[src/hdl/ale_pkg.sv]
`default_nettype none
package ale_pkg;

    localparam int ALE_IMM_BITS   = 20;
    localparam int ALE_REG_COUNT  = 8;
    localparam int ALE_TEXT_CHARS = 7;
    localparam int ALE_TEXT_BITS  = 8 * ALE_TEXT_CHARS;

    localparam logic [2:0] KIND_NONE    = 3'd0;
    localparam logic [2:0] KIND_HALT    = 3'd1;
    localparam logic [2:0] KIND_SYSCALL = 3'd2;
    localparam logic [2:0] KIND_MOVI    = 3'd3;
    localparam logic [2:0] KIND_CMP     = 3'd4;
    localparam logic [2:0] KIND_JUMP    = 3'd5;
    localparam logic [2:0] KIND_JZ      = 3'd6;
    localparam logic [2:0] KIND_JNZ     = 3'd7;

    localparam logic [31:0] WORD_HALT    = 32'h0100_0000;
    localparam logic [31:0] WORD_SYSCALL = 32'h6000_0000;
    localparam logic [31:0] WORD_MOVI    = 32'h4000_0000;
    localparam logic [31:0] WORD_CMP     = 32'h2400_0000;
    localparam logic [31:0] WORD_JUMP    = 32'h6800_0000;
    localparam logic [31:0] WORD_JZ      = 32'h6A00_0000;
    localparam logic [31:0] WORD_JNZ     = 32'h6B00_0000;

    // Mnemonic text, first character in the low byte.
    localparam logic [ALE_TEXT_BITS-1:0] NAME_HALT    = 56'h0000_0054_4C41_48;
    localparam logic [ALE_TEXT_BITS-1:0] NAME_SYSCALL = 56'h4C4C_4143_5359_53;
    localparam logic [ALE_TEXT_BITS-1:0] NAME_MOVI    = 56'h0000_0049_564F_4D;
    localparam logic [ALE_TEXT_BITS-1:0] NAME_CMP     = 56'h0000_0000_504D_43;
    localparam logic [ALE_TEXT_BITS-1:0] NAME_JUMP    = 56'h0000_0050_4D55_4A;
    localparam logic [ALE_TEXT_BITS-1:0] NAME_JZ      = 56'h0000_0000_005A_4A;
    localparam logic [ALE_TEXT_BITS-1:0] NAME_JNZ     = 56'h0000_0000_5A4E_4A;

    typedef struct packed {
        logic [7:0] char_code;
        logic       end_of_text;
    } ale_req_t;

    typedef struct packed {
        logic        emit;
        logic [31:0] instruction_word;
        logic        status;
    } ale_res_t;

    function automatic logic [2:0] ale_mnemonic(input logic [ALE_TEXT_BITS-1:0] text,
                                                 input logic [3:0] len);
        logic [2:0] kind;
        kind = KIND_NONE;
        if (len == 4'd4 && text == NAME_HALT) kind = KIND_HALT;
        if (len == 4'd7 && text == NAME_SYSCALL) kind = KIND_SYSCALL;
        if (len == 4'd4 && text == NAME_MOVI) kind = KIND_MOVI;
        if (len == 4'd3 && text == NAME_CMP) kind = KIND_CMP;
        if (len == 4'd4 && text == NAME_JUMP) kind = KIND_JUMP;
        if (len == 4'd2 && text == NAME_JZ) kind = KIND_JZ;
        if (len == 4'd3 && text == NAME_JNZ) kind = KIND_JNZ;
        return kind;
    endfunction

endpackage
`default_nettype wire

[src/hdl/ale_parser.sv]
`default_nettype none
module ale_parser
    import ale_pkg::*;
#(
    parameter int IMM_BITS  = ALE_IMM_BITS,
    parameter int REG_COUNT = ALE_REG_COUNT
) (
    input  wire logic     aclk,
    input  wire logic     aresetn,
    input  wire logic     step,
    input  wire ale_req_t req,
    output ale_res_t      res
);

    localparam int RegW = (REG_COUNT > 2) ? $clog2(REG_COUNT) : 1;
    localparam int AccW = IMM_BITS + 5;
    localparam logic [IMM_BITS-1:0] ImmMax = '1;
    localparam logic [7:0] RegLimit = 8'(8'h30 + REG_COUNT);

    localparam logic [7:0] CH_NUL   = 8'h00;
    localparam logic [7:0] CH_TAB   = 8'h09;
    localparam logic [7:0] CH_LF    = 8'h0A;
    localparam logic [7:0] CH_VT    = 8'h0B;
    localparam logic [7:0] CH_FF    = 8'h0C;
    localparam logic [7:0] CH_CR    = 8'h0D;
    localparam logic [7:0] CH_SPACE = 8'h20;
    localparam logic [7:0] CH_HASH  = 8'h23;
    localparam logic [7:0] CH_PLUS  = 8'h2B;
    localparam logic [7:0] CH_COMMA = 8'h2C;
    localparam logic [7:0] CH_MINUS = 8'h2D;
    localparam logic [7:0] CH_ZERO  = 8'h30;
    localparam logic [7:0] CH_SEMI  = 8'h3B;
    localparam logic [7:0] CH_R     = 8'h52;
    localparam logic [7:0] CH_X     = 8'h58;

    localparam logic [2:0] PH_START  = 3'd0;
    localparam logic [2:0] PH_SIGN   = 3'd1;
    localparam logic [2:0] PH_ZERO   = 3'd2;
    localparam logic [2:0] PH_HEXPFX = 3'd3;
    localparam logic [2:0] PH_DEC    = 3'd4;
    localparam logic [2:0] PH_OCT    = 3'd5;
    localparam logic [2:0] PH_HEX    = 3'd6;
    localparam logic [2:0] PH_BAD    = 3'd7;

    typedef struct packed {
        logic                     in_comment;
        logic [2:0]               pos;
        logic                     in_token;
        logic [ALE_TEXT_BITS-1:0] text;
        logic [3:0]               len;
        logic [2:0]               kind;
        logic [IMM_BITS-1:0]      acc;
        logic [2:0]               phase;
        logic                     neg;
        logic                     ovf;
        logic [RegW-1:0]          reg1;
        logic [RegW-1:0]          reg2;
        logic [IMM_BITS-1:0]      imm;
        logic                     err;
        logic                     lead_vf;
        logic                     vf_after;
        logic                     dirty;
    } st_t;

    st_t state_reg, state_next, fin;

    logic [7:0]          uc;
    logic                dv;
    logic [3:0]          dval;
    logic                num_ok, reg_ok, tok_ok;
    logic [RegW-1:0]     reg_val;
    logic [2:0]          mn_kind;
    logic [AccW-1:0]     acc_ext, prod, sum;
    logic                emit_line, bad_line;
    logic [2:0]          need;
    logic [31:0]         word;

    always_ff @(posedge aclk) begin
        if (!aresetn) begin
            state_reg <= '0;
        end else begin
            state_reg <= state_next;
        end
    end

    always_comb begin
        uc = req.char_code;
        if (req.char_code inside {[8'h61:8'h7A]}) begin
            uc = req.char_code - 8'h20;
        end
        dv   = 1'b0;
        dval = 4'd0;
        if (uc inside {[8'h30:8'h39]}) begin
            dv   = 1'b1;
            dval = 4'(uc - 8'h30);
        end else if (uc inside {[8'h41:8'h46]}) begin
            dv   = 1'b1;
            dval = 4'(uc - 8'h37);
        end
    end

    assign mn_kind = ale_mnemonic(state_reg.text, state_reg.len);
    assign num_ok  = (state_reg.phase inside {PH_ZERO, PH_DEC, PH_OCT, PH_HEX}) &&
                     !state_reg.ovf && !(state_reg.neg && state_reg.acc != '0);
    assign reg_ok  = !state_reg.lead_vf && state_reg.len == 4'd2 &&
                     state_reg.text[7:0] == CH_R &&
                     state_reg.text[15:8] >= CH_ZERO && state_reg.text[15:8] < RegLimit;
    assign reg_val = RegW'(state_reg.text[15:8] - CH_ZERO);

    // Close the current token.
    always_comb begin
        fin    = state_reg;
        tok_ok = 1'b0;
        if (state_reg.in_token) begin
            if (state_reg.len == 4'd0) begin
                if (state_reg.pos != 3'd0) fin.dirty = 1'b1;
            end else begin
                if (state_reg.vf_after) fin.dirty = 1'b1;
                case (state_reg.pos)
                    3'd0: begin
                        fin.kind = mn_kind;
                        tok_ok   = mn_kind != KIND_NONE;
                    end
                    3'd1: begin
                        if (state_reg.kind inside {KIND_SYSCALL, KIND_JUMP, KIND_JZ, KIND_JNZ}) begin
                            tok_ok = num_ok;
                            if (num_ok) fin.imm = state_reg.acc;
                        end else if (state_reg.kind inside {KIND_MOVI, KIND_CMP}) begin
                            tok_ok = reg_ok;
                            if (reg_ok) fin.reg1 = reg_val;
                        end
                    end
                    3'd2: begin
                        if (state_reg.kind == KIND_MOVI) begin
                            tok_ok = num_ok;
                            if (num_ok) fin.imm = state_reg.acc;
                        end else if (state_reg.kind == KIND_CMP) begin
                            tok_ok = reg_ok;
                            if (reg_ok) fin.reg2 = reg_val;
                        end
                    end
                    default: tok_ok = 1'b0;
                endcase
                if (!tok_ok) fin.err = 1'b1;
                if (state_reg.pos != 3'd7) fin.pos = state_reg.pos + 3'd1;
            end
            fin.in_token = 1'b0;
            fin.text     = '0;
            fin.len      = 4'd0;
            fin.acc      = '0;
            fin.phase    = PH_START;
            fin.neg      = 1'b0;
            fin.ovf      = 1'b0;
            fin.lead_vf  = 1'b0;
            fin.vf_after = 1'b0;
        end
    end

    // Line result from the closed state.
    always_comb begin
        emit_line = fin.pos != 3'd0;
        case (fin.kind)
            KIND_HALT:             need = 3'd1;
            KIND_MOVI, KIND_CMP:   need = 3'd3;
            default:               need = 3'd2;
        endcase
        bad_line = fin.err || fin.kind == KIND_NONE || fin.pos < need;
        case (fin.kind)
            KIND_HALT:    word = WORD_HALT;
            KIND_SYSCALL: word = WORD_SYSCALL | 32'(fin.imm);
            KIND_MOVI:    word = WORD_MOVI | (32'(fin.reg1) << IMM_BITS) | 32'(fin.imm);
            KIND_CMP:     word = WORD_CMP | (32'(fin.reg1) << 20) | (32'(fin.reg2) << 16);
            KIND_JUMP:    word = WORD_JUMP | 32'(fin.imm);
            KIND_JZ:      word = WORD_JZ | 32'(fin.imm);
            KIND_JNZ:     word = WORD_JNZ | 32'(fin.imm);
            default:      word = '0;
        endcase
    end

    // Accumulator step for the digit bases.
    always_comb begin
        acc_ext = AccW'(state_reg.acc);
        case (state_reg.phase)
            PH_DEC:  prod = (acc_ext << 3) + (acc_ext << 1);
            PH_OCT:  prod = acc_ext << 3;
            default: prod = acc_ext << 4;
        endcase
        sum = prod + AccW'(dval);
    end

    always_comb begin
        state_next           = state_reg;
        res.emit             = 1'b0;
        res.instruction_word = '0;
        res.status           = 1'b0;
        if (step) begin
            if (req.end_of_text || req.char_code == CH_LF) begin
                res.emit             = emit_line;
                res.status           = bad_line;
                res.instruction_word = bad_line ? 32'd0 : word;
                state_next           = '0;
            end else if (state_reg.in_comment) begin
                state_next = state_reg;
            end else if (req.char_code inside {CH_SEMI, CH_HASH, CH_NUL}) begin
                state_next            = fin;
                state_next.in_comment = 1'b1;
            end else if (req.char_code inside {CH_SPACE, CH_TAB, CH_CR, CH_COMMA}) begin
                state_next = fin;
            end else begin
                state_next.in_token = 1'b1;
                if (req.char_code inside {CH_VT, CH_FF}) begin
                    if (state_reg.len == 4'd0) begin
                        state_next.lead_vf = 1'b1;
                    end else begin
                        state_next.vf_after = 1'b1;
                    end
                end else begin
                    if (state_reg.len == 4'd0 && state_reg.dirty) state_next.err = 1'b1;
                    if (state_reg.vf_after) state_next.err = 1'b1;
                    if (state_reg.len < 4'(ALE_TEXT_CHARS)) begin
                        state_next.text[state_reg.len[2:0]*8 +: 8] = uc;
                    end
                    if (state_reg.len < 4'd9) state_next.len = state_reg.len + 4'd1;
                    case (state_reg.phase)
                        PH_START, PH_SIGN: begin
                            if (state_reg.phase == PH_START && (uc == CH_PLUS || uc == CH_MINUS)) begin
                                if (uc == CH_MINUS) state_next.neg = 1'b1;
                                state_next.phase = PH_SIGN;
                            end else if (uc == CH_ZERO) begin
                                state_next.phase = PH_ZERO;
                            end else if (dv && dval <= 4'd9) begin
                                state_next.acc   = IMM_BITS'(dval);
                                state_next.phase = PH_DEC;
                            end else begin
                                state_next.phase = PH_BAD;
                            end
                        end
                        PH_ZERO: begin
                            if (uc == CH_X) begin
                                state_next.phase = PH_HEXPFX;
                            end else if (dv && dval <= 4'd7) begin
                                state_next.acc   = IMM_BITS'(dval);
                                state_next.phase = PH_OCT;
                            end else begin
                                state_next.phase = PH_BAD;
                            end
                        end
                        PH_HEXPFX: begin
                            if (dv) begin
                                state_next.acc   = IMM_BITS'(dval);
                                state_next.phase = PH_HEX;
                            end else begin
                                state_next.phase = PH_BAD;
                            end
                        end
                        PH_DEC, PH_OCT, PH_HEX: begin
                            if ((state_reg.phase == PH_DEC && dv && dval <= 4'd9) ||
                                (state_reg.phase == PH_OCT && dv && dval <= 4'd7) ||
                                (state_reg.phase == PH_HEX && dv)) begin
                                if (sum > AccW'(ImmMax)) begin
                                    state_next.ovf = 1'b1;
                                    state_next.acc = ImmMax;
                                end else begin
                                    state_next.acc = sum[IMM_BITS-1:0];
                                end
                            end else begin
                                state_next.phase = PH_BAD;
                            end
                        end
                        default: state_next.phase = PH_BAD;
                    endcase
                end
            end
        end
    end

endmodule
`default_nettype wire

[src/hdl/assembly_line_encoder_core.sv]
// The closing character is held in the input register and its result in the result register.
// Throughput: one character per cycle, parsed in a single pass, unless a held result stalls.
// Input register, one-pass parse update and result register let both sides stall freely.
// Reset (aresetn low, synchronous) clears the parse state and both pipeline valid flags.
`default_nettype none
module assembly_line_encoder_core
    import ale_pkg::*;
#(
    parameter int IMM_BITS  = ALE_IMM_BITS,
    parameter int REG_COUNT = ALE_REG_COUNT
) (
    input  wire logic        aclk,
    input  wire logic        aresetn,
    input  wire logic        s_valid,
    output logic             s_ready,
    input  wire logic [7:0]  s_char_code,
    input  wire logic        s_end_of_text,
    output logic             m_valid,
    input  wire logic        m_ready,
    output logic [31:0]      m_instruction_word,
    output logic             m_status
);

    logic      in_valid_reg, in_valid_next;
    ale_req_t  in_req_reg;
    logic      out_valid_reg, out_valid_next;
    logic [31:0] out_word_reg;
    logic      out_status_reg;
    logic      advance;
    ale_res_t  res;

    assign advance = in_valid_reg && (!out_valid_reg || m_ready);
    assign s_ready = !in_valid_reg || advance;

    always_comb begin
        in_valid_next = in_valid_reg;
        if (s_valid && s_ready) begin
            in_valid_next = 1'b1;
        end else if (advance) begin
            in_valid_next = 1'b0;
        end
        out_valid_next = out_valid_reg;
        if (advance && res.emit) begin
            out_valid_next = 1'b1;
        end else if (m_ready) begin
            out_valid_next = 1'b0;
        end
    end

    always_ff @(posedge aclk) begin
        if (!aresetn) begin
            in_valid_reg  <= 1'b0;
            out_valid_reg <= 1'b0;
        end else begin
            in_valid_reg  <= in_valid_next;
            out_valid_reg <= out_valid_next;
        end
    end

    always_ff @(posedge aclk) begin
        if (s_valid && s_ready) begin
            in_req_reg.char_code   <= s_char_code;
            in_req_reg.end_of_text <= s_end_of_text;
        end
        if (advance && res.emit) begin
            out_word_reg   <= res.instruction_word;
            out_status_reg <= res.status;
        end
    end

    ale_parser #(
        .IMM_BITS  (IMM_BITS),
        .REG_COUNT (REG_COUNT)
    ) u_parser (
        .aclk    (aclk),
        .aresetn (aresetn),
        .step    (advance),
        .req     (in_req_reg),
        .res     (res)
    );

    assign m_valid            = out_valid_reg;
    assign m_instruction_word = out_word_reg;
    assign m_status           = out_status_reg;

endmodule
`default_nettype wire

[config.mk]
export PLATFORM = sky130hd
export DESIGN_NAME = assembly_line_encoder_core
export DESIGN_NICKNAME = d
export VERILOG_FILES = /design/src/hdl/ale_pkg.sv /design/src/hdl/ale_parser.sv /design/src/hdl/assembly_line_encoder_core.sv
export SDC_FILE = /design/constraint.sdc
export NUM_CORES = 1
export LEC_CHECK = 0
export ABC_CLOCK_PERIOD_IN_PS = 7600
export BUFFER_PORTS_ARGS = -buffer_cell sky130_fd_sc_hd__buf_2
export CORE_ASPECT_RATIO = 0.75
export CORE_UTILIZATION = 60
export CTS_BUF_LIST = sky130_fd_sc_hd__clkbuf_8
export DETAILED_ROUTE_END_ITERATION = 8
export PLACE_DENSITY = 0.79
export SLEW_MARGIN = 15
export SYNTH_ARGS = -nofsm -noshare
export SYNTH_HDL_FRONTEND = slang
export SYNTH_HIERARCHICAL = 1
export SYNTH_SLANG_ARGS = --single-unit
[constraint.sdc]
create_clock -name aclk -period 7.6 [get_ports aclk]
set_input_delay 0.76 -clock aclk [delete_from_list [all_inputs] [get_ports aclk]]
set_output_delay 0.76 -clock aclk [all_outputs]
set_load 0.05 [all_outputs]
### Word level (Yosys, flattened, before mapping)

Cells that the tools add are included.

| word-level totals | value |
|---|---|
| bits in latches | 0 |
| memories kept | 0 |
| RAM bits | 0 |
| bits in read-only memories | 0 |
| output and inout bits | 35 |
| register bits after elaboration | 167 |
| word-level logic and storage cells | 293 |

| cells by class | value |
|---|---|
| divide/modulo/power cells | 0 |
| shifts and indexed selects | 2 |
| $lt $le $gt $ge | 14 |
| mux-type cells | 95 |
| bitwise logic cells | 4 |
| multiply operators | 0 |
| add/subtract/negate cells | 9 |
| eq/ne operators | 58 |
| reductions and logical operators | 88 |

Operator list:

| operator | number |
|---|---|
| $mux 123 | 3 |
| $pmux 32 s7 | 1 |
| $mux 20 | 11 |
| $eq 56x31->1 const B | 3 |
| $mux 122 | 1 |
| $eq 56x23->1 const B | 2 |
| $pmux 20 s4 | 1 |
| $mux 3 | 25 |
| $mux 34 | 2 |
| $mux 61 | 1 |
| $mux 60 | 1 |
| $bwmux 56 | 1 |
| $eq 56x15->1 const B | 1 |
| $eq 56x55->1 const B | 1 |
| $eq 8x6->1 const B | 7 |
| $mux 56 | 1 |
| $shift 8x34->56 const A | 1 |
| $shiftx 8x34->56 | 1 |
| $reduce_bool 4->1 | 13 |
| $mux 25 | 2 |
| $pmux 25 s2 | 1 |
| $eq 8x4->1 const B | 5 |
| $pmux 20 s2 | 1 |
| $neg 6->34 | 1 |
| other kinds (62) | 183 |

### Logic depth before layout (Yosys ltp)

Gate-level depths: netlist of run 1.

| logic depth | value |
|---|---|
| depth after elaboration | 26 |
| gate-level depth with buffers | 21 |
| depth with buffers taken out | 19 |

### Hierarchy

Netlist of run 1, hierarchy kept.

By module, submodules not included:

| module | seq. area each (um^2) | area each (um^2) | cells an instance | times used |
|---|---|---|---|---|
| ale_parser | 2462.4 | 9122.5 | 1284 | 1 |
| assembly_line_encoder_core | 1301.2 | 1373.8 | 55 | 1 |

### Worst setup path before layout of run 1

OpenSTA, ideal clock, no wires.

| timing | value |
|---|---|
| kind | register to register |
| from | register in_req_reg[2] (netlist name) |
| to | register u_parser.state_reg, in the netlist u_parser/acc_ext[3] |
| slack | 3.324 ns |
| arrival | 4.146 ns |
| buffers on the path | 1 |
| data required time | 7.470 ns |
| clock period less this slack | 4.276 ns |
| stages on the path, launching flop included | 21 |
| setup time | 0.130 ns |
| path through | edfxtp_1 -> clkbuf_1 -> inv_1 -> ha_1 -> nor2_1 -> nand2_1 -> and3_1 -> a21o_1 -> a22oi_1 -> inv_1 -> ha_1 -> a21o_1 -> a21oi_1 -> a211oi_1 -> nand2_1 -> a21oi_1 -> or4b_4 -> nor3_1 -> a31oi_4 -> a2111oi_0 -> o31ai_1 |

| between the ends | value |
|---|---|
| cells in the longest elaborated chain, start to end | 17 |

RTL lines:

| what | line | text |
|---|---|---|
| start, declared | assembly_line_encoder_core.sv:25 | `ale_req_t in_req_reg;` |
| $ge 8x7->1 or $le 8x7->1 (tied branches) | ale_parser.sv:88 | `if (req.char_code inside {[8'h61:8'h7A]}) begin` |
| $logic_and 1x1->1 | ale_parser.sv:88 |  |
| $mux 8 | ale_parser.sv:88 |  |
| $ge 8x7->1 or $le 8x7->1 (tied branches) | ale_parser.sv:96 | `end else if (uc inside {[8'h41:8'h46]}) begin` |
| $logic_and 1x1->1 | ale_parser.sv:96 |  |
| $mux 4 | ale_parser.sv:96 |  |
| $mux 4 | ale_parser.sv:93 | `if (uc inside {[8'h30:8'h39]}) begin` |
| $add 25x4->25 | ale_parser.sv:188 | `sum = prod + AccW'(dval);` |
| $gt 25x20->1 | ale_parser.sv:260 | `if (sum > AccW'(ImmMax)) begin` |
| $mux 20 | ale_parser.sv:260 |  |
| $mux 20 | ale_parser.sv:257 | `if ((state_reg.phase == PH_DEC && dv && dval <= 4'd9) \|\|` |
| $pmux 20 s4 | ale_parser.sv:224 | `case (state_reg.phase)` |
| $mux 25 | ale_parser.sv:211 | `if (req.char_code inside {CH_VT, CH_FF}) begin` |
| $mux 25 | ale_parser.sv:207 | `end else if (req.char_code inside {CH_SPACE, CH_TAB, CH_CR, CH_COMMA}) begin` |
| $mux 123 | ale_parser.sv:204 | `end else if (req.char_code inside {CH_SEMI, CH_HASH, CH_NUL}) begin` |
| $mux 123 | ale_parser.sv:202 | `end else if (state_reg.in_comment) begin` |
| $mux 123 | ale_parser.sv:197 | `if (req.end_of_text \|\| req.char_code == CH_LF) begin` |
| end signal, assigned | ale_parser.sv:82 | `state_reg <= state_next;` |
| end, declared | ale_parser.sv:65 | `st_t state_reg, state_next, fin;` |

Parallel ways exist; a longest one is shown, timed or not. The select of a mux whose other input is x is not followed.
A chain may end at the register's enable or synchronous reset.

### Worst setup path in the final report of run 1

| timing | value |
|---|---|
| from | register u_parser/state_reg[58] (netlist name) |
| to | register out_word_reg[18] (netlist: m_instruction_word[18]), data pin |

| between the ends | value |
|---|---|
| cells in the longest elaborated chain, start to end | 19 |

RTL lines:

| what | line | text |
|---|---|---|
| $eq 4x3->1 | ale_pkg.sv:50, ale_pkg.sv:52, ale_pkg.sv:54 |  |
| $logic_and 1x1->1 | ale_pkg.sv:50 | `if (len == 4'd4 && text == NAME_HALT) kind = KIND_HALT;` |
| $mux 1 | ale_pkg.sv:50 |  |
| $mux 3 | ale_pkg.sv:51 | `if (len == 4'd7 && text == NAME_SYSCALL) kind = KIND_SYSCALL;` |
| $mux 3 | ale_pkg.sv:52 | `if (len == 4'd4 && text == NAME_MOVI) kind = KIND_MOVI;` |
| $mux 3 | ale_pkg.sv:53 | `if (len == 4'd3 && text == NAME_CMP) kind = KIND_CMP;` |
| $mux 3 | ale_pkg.sv:54 | `if (len == 4'd4 && text == NAME_JUMP) kind = KIND_JUMP;` |
| $mux 3 | ale_pkg.sv:55 | `if (len == 4'd2 && text == NAME_JZ) kind = KIND_JZ;` |
| $mux 3 | ale_pkg.sv:56 | `if (len == 4'd3 && text == NAME_JNZ) kind = KIND_JNZ;` |
| $reduce_bool 3->1 | ale_parser.sv:122 | `tok_ok = mn_kind != KIND_NONE;` |
| $pmux 1 s3 | ale_parser.sv:119 | `case (state_reg.pos)` |
| $mux 1 | ale_parser.sv:115 | `if (state_reg.len == 4'd0) begin` |
| $mux 1 | ale_parser.sv:114 | `if (state_reg.in_token) begin` |
| $mux 1 | ale_parser.sv:144 | `if (!tok_ok) fin.err = 1'b1;` |
| $mux 27 | ale_parser.sv:115 |  |
| $mux 122 (*) | ale_parser.sv:114 |  |
| parallel branches: the longest is 3 deep, another holds $lt 3x2->1 | -- |  |
| end signal, assigned | assembly_line_encoder_core.sv:66 | `out_word_reg <= res.instruction_word;` |
| end, declared | assembly_line_encoder_core.sv:27 | `logic [31:0] out_word_reg;` |

Every way passes the cells marked *. The select of a mux whose other input is x is not followed.

==> results of run 1 <==
[Yosys cell counts (10+ instances only)]
cell type / count / area, µm²
o211ai_1: 16 / 120
nand3_1: 28 / 140
ha_1: 36 / 450
xnor2_1: 14 / 123
a22oi_1: 53 / 398
a21oi_1: 121 / 606
inv_1: 31 / 116
clkbuf_1: 57 / 214
and3_1: 15 / 93.8
nand2b_1: 24 / 150
dfxtp_1: 125 / 2500
a31oi_1: 13 / 81.3
nand4_1: 18 / 113
a21o_1: 15 / 113
o21ai_1: 21 / 105
nand2_1: 120 / 450
o21ai_0: 40 / 200
nor4_1: 27 / 169
nor3_1: 31 / 155
nor2_1: 259 / 972
and2_1: 11 / 68.8
mux2i_1: 14 / 140
edfxtp_1: 42 / 1260
a211oi_1: 15 / 113
o31ai_1: 10 / 75.1
[area by class of cell]
cell class / count / area [µm²] / area share
multi-input combinational: 1078 / 6370 / 0.567
sequential: 167 / 3760 / 0.335
tap: 236 / 295 / 0.0263
timing repair buffer: 54 / 288 / 0.0256
clock buffer: 17 / 234 / 0.0208
clock inverter: 15 / 173 / 0.0154
inverter: 31 / 116 / 0.0104
[power by group]
group	switching (mW)	total (mW)	leakage, nW	internal, mW
Clock	0.395	0.646	0.205	0.251
Combinational	0.120	0.170	2.47	0.0497
Sequential	0.0210	0.937	1.47	0.916
Total	0.536	1.75	4.14	1.22
[critical path, delay by kind of cell (launching register included)]
kind / cells / cell delay [ps]
fa+ha+maj: 2 / 480
flops: 1 / 390
simple gates: 7 / 1990
compound gates: 8 / 1740
buf+inv: 1 / 140
[through the flow]
stage,utilization,area (µm²),hold WS [ps],total power [mW]
final,0.662,11200,469,1.75
after CTS,0.662,11200,452,1.75
after floorplan,-,10500,438,1.07
after global placement,0.638,10800,452,1.12
after global routing,0.662,11200,452,1.81
after detailed placement,0.638,10800,468,1.12
[routing by layer]
layer	GRT usage	up-vias	share of wire
met5	0	-	0
met4	0.0792	0	0.013
met3	0.0698	46	0.12
met2	0.455	634	0.39
met1	0.521	4920	0.47
li1	-	4959	-
[final timing paths]
| kind | endpoint | cells after the start | from |
|---|---|---|---|
| worst max-delay path | m_instruction_word[18] | 18 | u_parser/state_reg[58] |
| worst min-delay path | in_req_reg[0] | 1 | s_end_of_text |
| worst min register to register | u_parser/state_reg[2] | 2 | u_parser/state_reg[2] |
| worst max register to register | m_instruction_word[18] | 18 | u_parser/state_reg[58] |
[cell families after synthesis]
logic type / after synthesis
AO/OA/AOI/OAI: 382
XOR/XNOR: 20
adder cells (fa/ha/maj): 38
buffers and inverters: 96
flip-flops: 167
multiplexers: 17
other: 1
AND/OR/NAND/NOR: 618
==> flow_summary.json, run 1 <==
{
  "layout-drive-gt1-share": 0.0837,
  "skew_ps": 17.5,
  "clock_latency_ps": 470,
  "cts_tree": "yes",
  "final_cell_mix": "nor2_1 (258), dfxtp_1 (125), a21oi_1 (121), nand2_1 (120), a22oi_1 (53)",
  "arrival_ps": 5220,
  "die_width_um": 155,
  "htree_levels": 4,
  "maxCapViolations": 0,
  "cts_setup_buffers": 0,
  "irDropWorstVdd_mv": 0.111,
  "yosys.area_share.adder": 0.0467,
  "synthXorXnorAreaFrac": 0.0167,
  "antenna_found_initial": 0,
  "cts_root_buffer": "clkbuf_8",
  "largest_reg_flops": 102,
  "grt_pass1_wl_mm": 47.5,
  "slowest_delay_ps": 610,
  "setup_ws_ps": 2570,
  "hold_class": "in2reg",
  "mostFrequentLayoutCell": "nor2_1",
  "run_status": "completed",
  "slew_headroom": 0.131,
  "cts_buffers": 17,
  "vias": 10559,
  "grt_max_degree": 103,
  "die_y_um": 117,
  "cp_max_fo": 21,
  "worstSetupEndpointType": "flop",
  "synth_edf_count": 42,
  "clk_pin_slew_ps": 100,
  "slew_violations": 0,
  "dp_hpwl_mm": 21.6,
  "worst-setup-path-type": "reg2reg",
  "cts_resized": 0,
  "synth_top_family_by_area": "simple AND/OR/NAND/NOR gates",
  "setup_viol": 0,
  "hold_viol_final": 0,
  "nets": 1400,
  "numClockSinks": 167,
  "ys_seq_elements": 167,
  "syn_area_mm2": 0.0105,
  "clk_path_buf_depth": 2,
  "dp.cells": 1566,
  "vias_per_cell": 6.61,
  "final_cells": 1598,
  "fin_crit_sh": 0.662,
  "numPortBuffers": 47,
  "place.gp.congestion": 0.933,
  "fin_crit_ps": 5030,
  "drc": 0,
  "leakagePower_nw": 4.14,
  "grt_pass1_vias": 8950,
  "worstPathCellList": "inv_1 -> ha_1 -> nand3b_1 -> or4_1 -> nor4_1 -> o21ai_0 -> a31oi_1 -> a21o_1 -> nand2b_1 -> nor2_1 -> ha_1 -> a211oi_1 -> a21boi_0 -> a221oi_1 -> o211a_1 -> nand3_1 -> nand2b_1 -> o22ai_1",
  "syn_area_per_cell_um2": 7.84,
  "synth_mux_area_frac": 0.0166,
  "fp-row-count": 41,
  "synth-async-reset-ratio": 0,
  "ant_nets": 0,
  "pre_cts_slack_ps": 2680,
  "die_area_mm2": 0.0180,
  "area_growth_pct": 7.05,
  "yosys_warnings": 6,
  "max_freq_mhz": 199,
  "grt_use_total": 0.333,
  "rrSetupSlack_ps": 2570,
  "synth_flop_cell": "dfxtp_1",
  "fillers": 1441,
  "synth-simple-area-share": 0.286,
  "synth_cell_type_count": 84,
  "rsz0062_at_grt": "no",
  "yosysSeqAreaShare": 0.359,
  "slowest_stage": "nand2b_1",
  "grt.overflow.total": 0,
  "floorplan.initialDensity": 0.618,
  "fp.coreArea_mm2": 0.0170,
  "cp.required_ps": 7790,
  "dr.first_iter.drc_count": 1367,
  "routedWlPerCell_um": 18.7,
  "tns_ps": 0,
  "drt_wl_total_mm": 29.9,
  "io_pins": 48,
  "startpoint_type": "flop",
  "holdBufCountCts": 0,
  "power_density_mw_per_mm2": 156,
  "synth_compound_area_frac": 0.239,
  "worst_pin_slew_ps": 1300,
  "dr.pass1.iters": 5,
  "antenna_cells": 0,
  "synth_cells": 1339
}
Power figures use the tool's default switching activity.
==> run 2, diff against run 1 <==
--- a/config.mk
+++ b/config.mk
@@ -5,7 +5,8 @@
 export SDC_FILE = /design/constraint.sdc
 export NUM_CORES = 1
 export LEC_CHECK = 0
-export ABC_CLOCK_PERIOD_IN_PS = 7600
+export ABC_AREA = 1
+export ABC_CLOCK_PERIOD_IN_PS = 4800
 export BUFFER_PORTS_ARGS = -buffer_cell sky130_fd_sc_hd__buf_2
 export CORE_ASPECT_RATIO = 0.75
 export CORE_UTILIZATION = 60
==> constraint.sdc (replaced) <==
create_clock -name aclk -period 4.8 [get_ports aclk]
set_input_delay 0.48 -clock aclk [delete_from_list [all_inputs] [get_ports aclk]]
set_output_delay 0.48 -clock aclk [all_outputs]
set_load 0.05 [all_outputs]
==> run 2 against run 1 <==
Effect of this change:
- the flow now finishes with violations (design-rule violations)
- clock skew increased by 16 ps
- sequential cell count is the same
- critical endpoint is now u_parser/acc_ext[14]
- synthesized cell count is 38% higher
==> flow_summary.json, run 2 <==
{
  "clkPwrFrac": 0.366,
  "slew_violations": 0,
  "clock_latency_ps": 500,
  "layout-drive-gt1-share": 0.104,
  "floorplan.initialDensity": 0.617,
  "antenna_cells": 0,
  "vias_per_cell": 5.95,
  "maxCapViolations": 0,
  "fin_area_mm2": 0.0129,
  "slew_headroom": 0.335,
  "startpoint_type": "flop",
  "die_area_mm2": 0.0207,
  "largest_reg_flops": 102,
  "place.gp.congestion": 0.985,
  "comb_power_share": 0.138,
  "synth-async-reset-ratio": 0,
  "grtUsageMet1": 0.540,
  "clk_pin_slew_ps": 110,
  "netlist_top_cells_area": "dfxtp_1 (21%), nand2_1 (16%), edfxtp_1 (10%)",
  "leakagePower_nw": 5.25,
  "worst_pin_slew_ps": 996,
  "grt_util_met3": 0.120,
  "numPortBuffers": 47,
  "skew_ps": 33.8,
  "synth_cells": 1854,
  "reg2regPathDepth": 30,
  "fp.coreArea_mm2": 0.0195,
  "run_status": "complete, but fails checks",
  "mostFrequentLayoutCell": "nand2_1",
  "hold_class": "in2reg",
  "placed_area_mm2": 0.0125,
  "htree_levels": 4,
  "synth_flop_cell": "dfxtp_1",
  "io_pins": 48,
  "multiInputGateArea_mm2": 0.00713,
  "p_seq_frac": 0.496,
  "tns_ps": 0,
  "busiest_layer": "met1",
  "cp_max_fo": 12,
  "failed_checks": "design-rule violations",
  "grt_pass1_wl_mm": 59.1,
  "ys_seq_elements": 167,
  "vias": 12764,
  "rsz0062_at_grt": "no",
  "slowest_stage": "edfxtp_1",
  "yosysTopAreaCell": "dfxtp_1",
  "cts_root_buffer": "clkbuf_8",
  "p_switching_mw": 1.01,
  "dp_hpwl_mm": 27.4,
  "yosys_warnings": 6,
  "fp-row-count": 44,
  "arrival_ps": 4600,
  "crit_top_cell": "nand2_1",
  "worstSetupEndpointType": "flop",
  "cts_tree": "yes",
  "setup_viol": 0,
  "die_y_um": 125,
  "power_density_mw_per_mm2": 231,
  "cp.required_ps": 5120,
  "routedWlPerCell_um": 17.1,
  "grt_max_degree": 62,
  "hold_viol_final": 0,
  "min_path_cells": 1,
  "syn_area_per_cell_um2": 6.51,
  "final_cell_mix": "nand2_1 (512), inv_1 (213), nor2_1 (176), nand3_1 (144), a21oi_1 (138)",
  "drc": 10,
  "min_from": "s_char_code[6]",
  "yosysSeqAreaShare": 0.312,
  "min_to": "in_req_reg[7]",
  "ant_nets": 0,
  "met2_usage": 0.489,
  "crit_start": "in_req_reg[1]",
  "slowest_delay_ps": 520,
  "grt.overflow.total": 0,
  "irDropWorstVdd_mv": 0.214,
  "clk_path_buf_depth": 2,
  "switching_share": 0.339,
  "rrSetupSlack_ps": 520,
  "yosysTopAreaCellShare": 0.207,
  "syn_area_mm2": 0.0121,
  "cts_buffers": 17,
  "fin_crit_ps": 4280,
  "fillers": 1761,
  "power_mw": 2.98,
  "synth_most_common_cell": "nand2_1",
  "numClockSinks": 167,
  "yosys-top-cells-count": "nand2_1 (512), inv_1 (215), nor2_1 (178)",
  "die_width_um": 166,
  "regArea_mm2": 0.00376,
  "dr.first_iter.drc_count": 1772,
  "utilization": 0.660,
  "nets": 1932,
  "worst-setup-path-type": "reg2reg",
  "fin_crit_sh": 0.891,
  "holdBufCountCts": 0,
  "r2r_end": "u_parser/acc_ext[14]",
  "grt_use_total": 0.358,
  "synth_edf_count": 42,
  "p_int_mw": 1.97,
  "dr.pass1.iters": 9,
  "whs_ps": 166,
  "drt_wl_total_mm": 36.7,
  "synth_cell_type_count": 67,
  "grt_pass1_vias": 11276,
  "r2r-start": "in_req_reg[1]",
  "max_freq_mhz": 234,
  "area_growth_pct": 6.86,
  "antenna_found_initial": 2
}
-- run 2: cell types whose count changed after synthesis, sizes merged, moves of 24 or more --
cell,change
inv,+204
a21oi,+28
nand3,+121
o22ai,+28
o21ai,+29
nor2,-59
nand2,+403
clkbuf,-24
nand2b,-25
nand4,+37
a22oi,-24
-- run 2: worst max-delay path: cells and delay by family, from the launching register on --
kind / cells / cell delay [ps]
AND/OR/NAND/NOR: 20 / 1940
adder cells (fa/ha/maj): 3 / 780
buffers and inverters: 5 / 670
flip-flops: 1 / 520
AO/OA/AOI/OAI: 2 / 210
-- run 2: worst max-delay path by stage --
| stage | to | slack, ps | cells past startpoint |
|---|---|---|---|
| finish | u_parser/acc_ext[14] | 520 | 30 |
| global route | u_parser/acc_ext[2] | 10 | 31 |
| CTS | u_parser/acc_ext[14] | 440 | 30 |
| detailed placement | u_parser/acc_ext[7] | 480 | 30 |
| global placement | u_parser/acc_ext[19] | 580 | 30 |
| floorplan | u_parser/acc_ext[10] | 1080 | 30 |
-- run 2: routing by layer --
metal / wire length (µm) / vias up / share of wire
li1: - / 6254 / -
met1: 16900 / 5822 / 0.46
met2: 14500 / 660 / 0.40
met3: 5030 / 28 / 0.14
met4: 274 / 0 / 0.0075
met5: 0 / - / 0
-- run 2: layout make-up --
type / count / area share
Multi-Input combinational cell: 1393 / 0.553
Sequential cell: 167 / 0.292
Inverter: 238 / 0.0695
Clock inverter: 15 / 0.0145
Clock buffer: 17 / 0.0182
Timing Repair Buffer: 64 / 0.0281
Tap cell: 253 / 0.0246
-- run 2: power by group through the flow --
stage          Combinational [mW]  Clock, mW  Sequential (mW)
2_1_floorplan               0.296          0             1.50
3_3_place_gp                0.392          0             1.51
3_5_place_dp                0.394          0             1.51
4_1_cts                     0.396       1.10             1.48
5_1_grt                     0.447       1.16             1.48
6_report                    0.412       1.09             1.48
-- run 2: logic make-up after synthesis --
| family | share of synthesized area |
|---|---|
| AO/OA/AOI/OAI | 0.167 |
| XOR/XNOR | 0.00581 |
| adder cells (fa/ha/maj) | 0.0407 |
| buffers and inverters | 0.0979 |
| flip-flops | 0.312 |
| multiplexers | 0.00259 |
| other | 0.000311 |
| AND/OR/NAND/NOR | 0.373 |
-- run 2: what timing repair did --
item / in CTS / in global routing
resized for setup: 0 / 2
setup endpoints to repair: 0 / 21
setup buffers: 0 / 2
-- run 2: metrics by stage --
step	worst slack (ps)	std cells
3_5_place_dp	485	2113
5_1_grt	14.9	2147
6_report	521	2147
2_1_floorplan	1080	1856
3_3_place_gp	576	2113
4_1_cts	442	2145
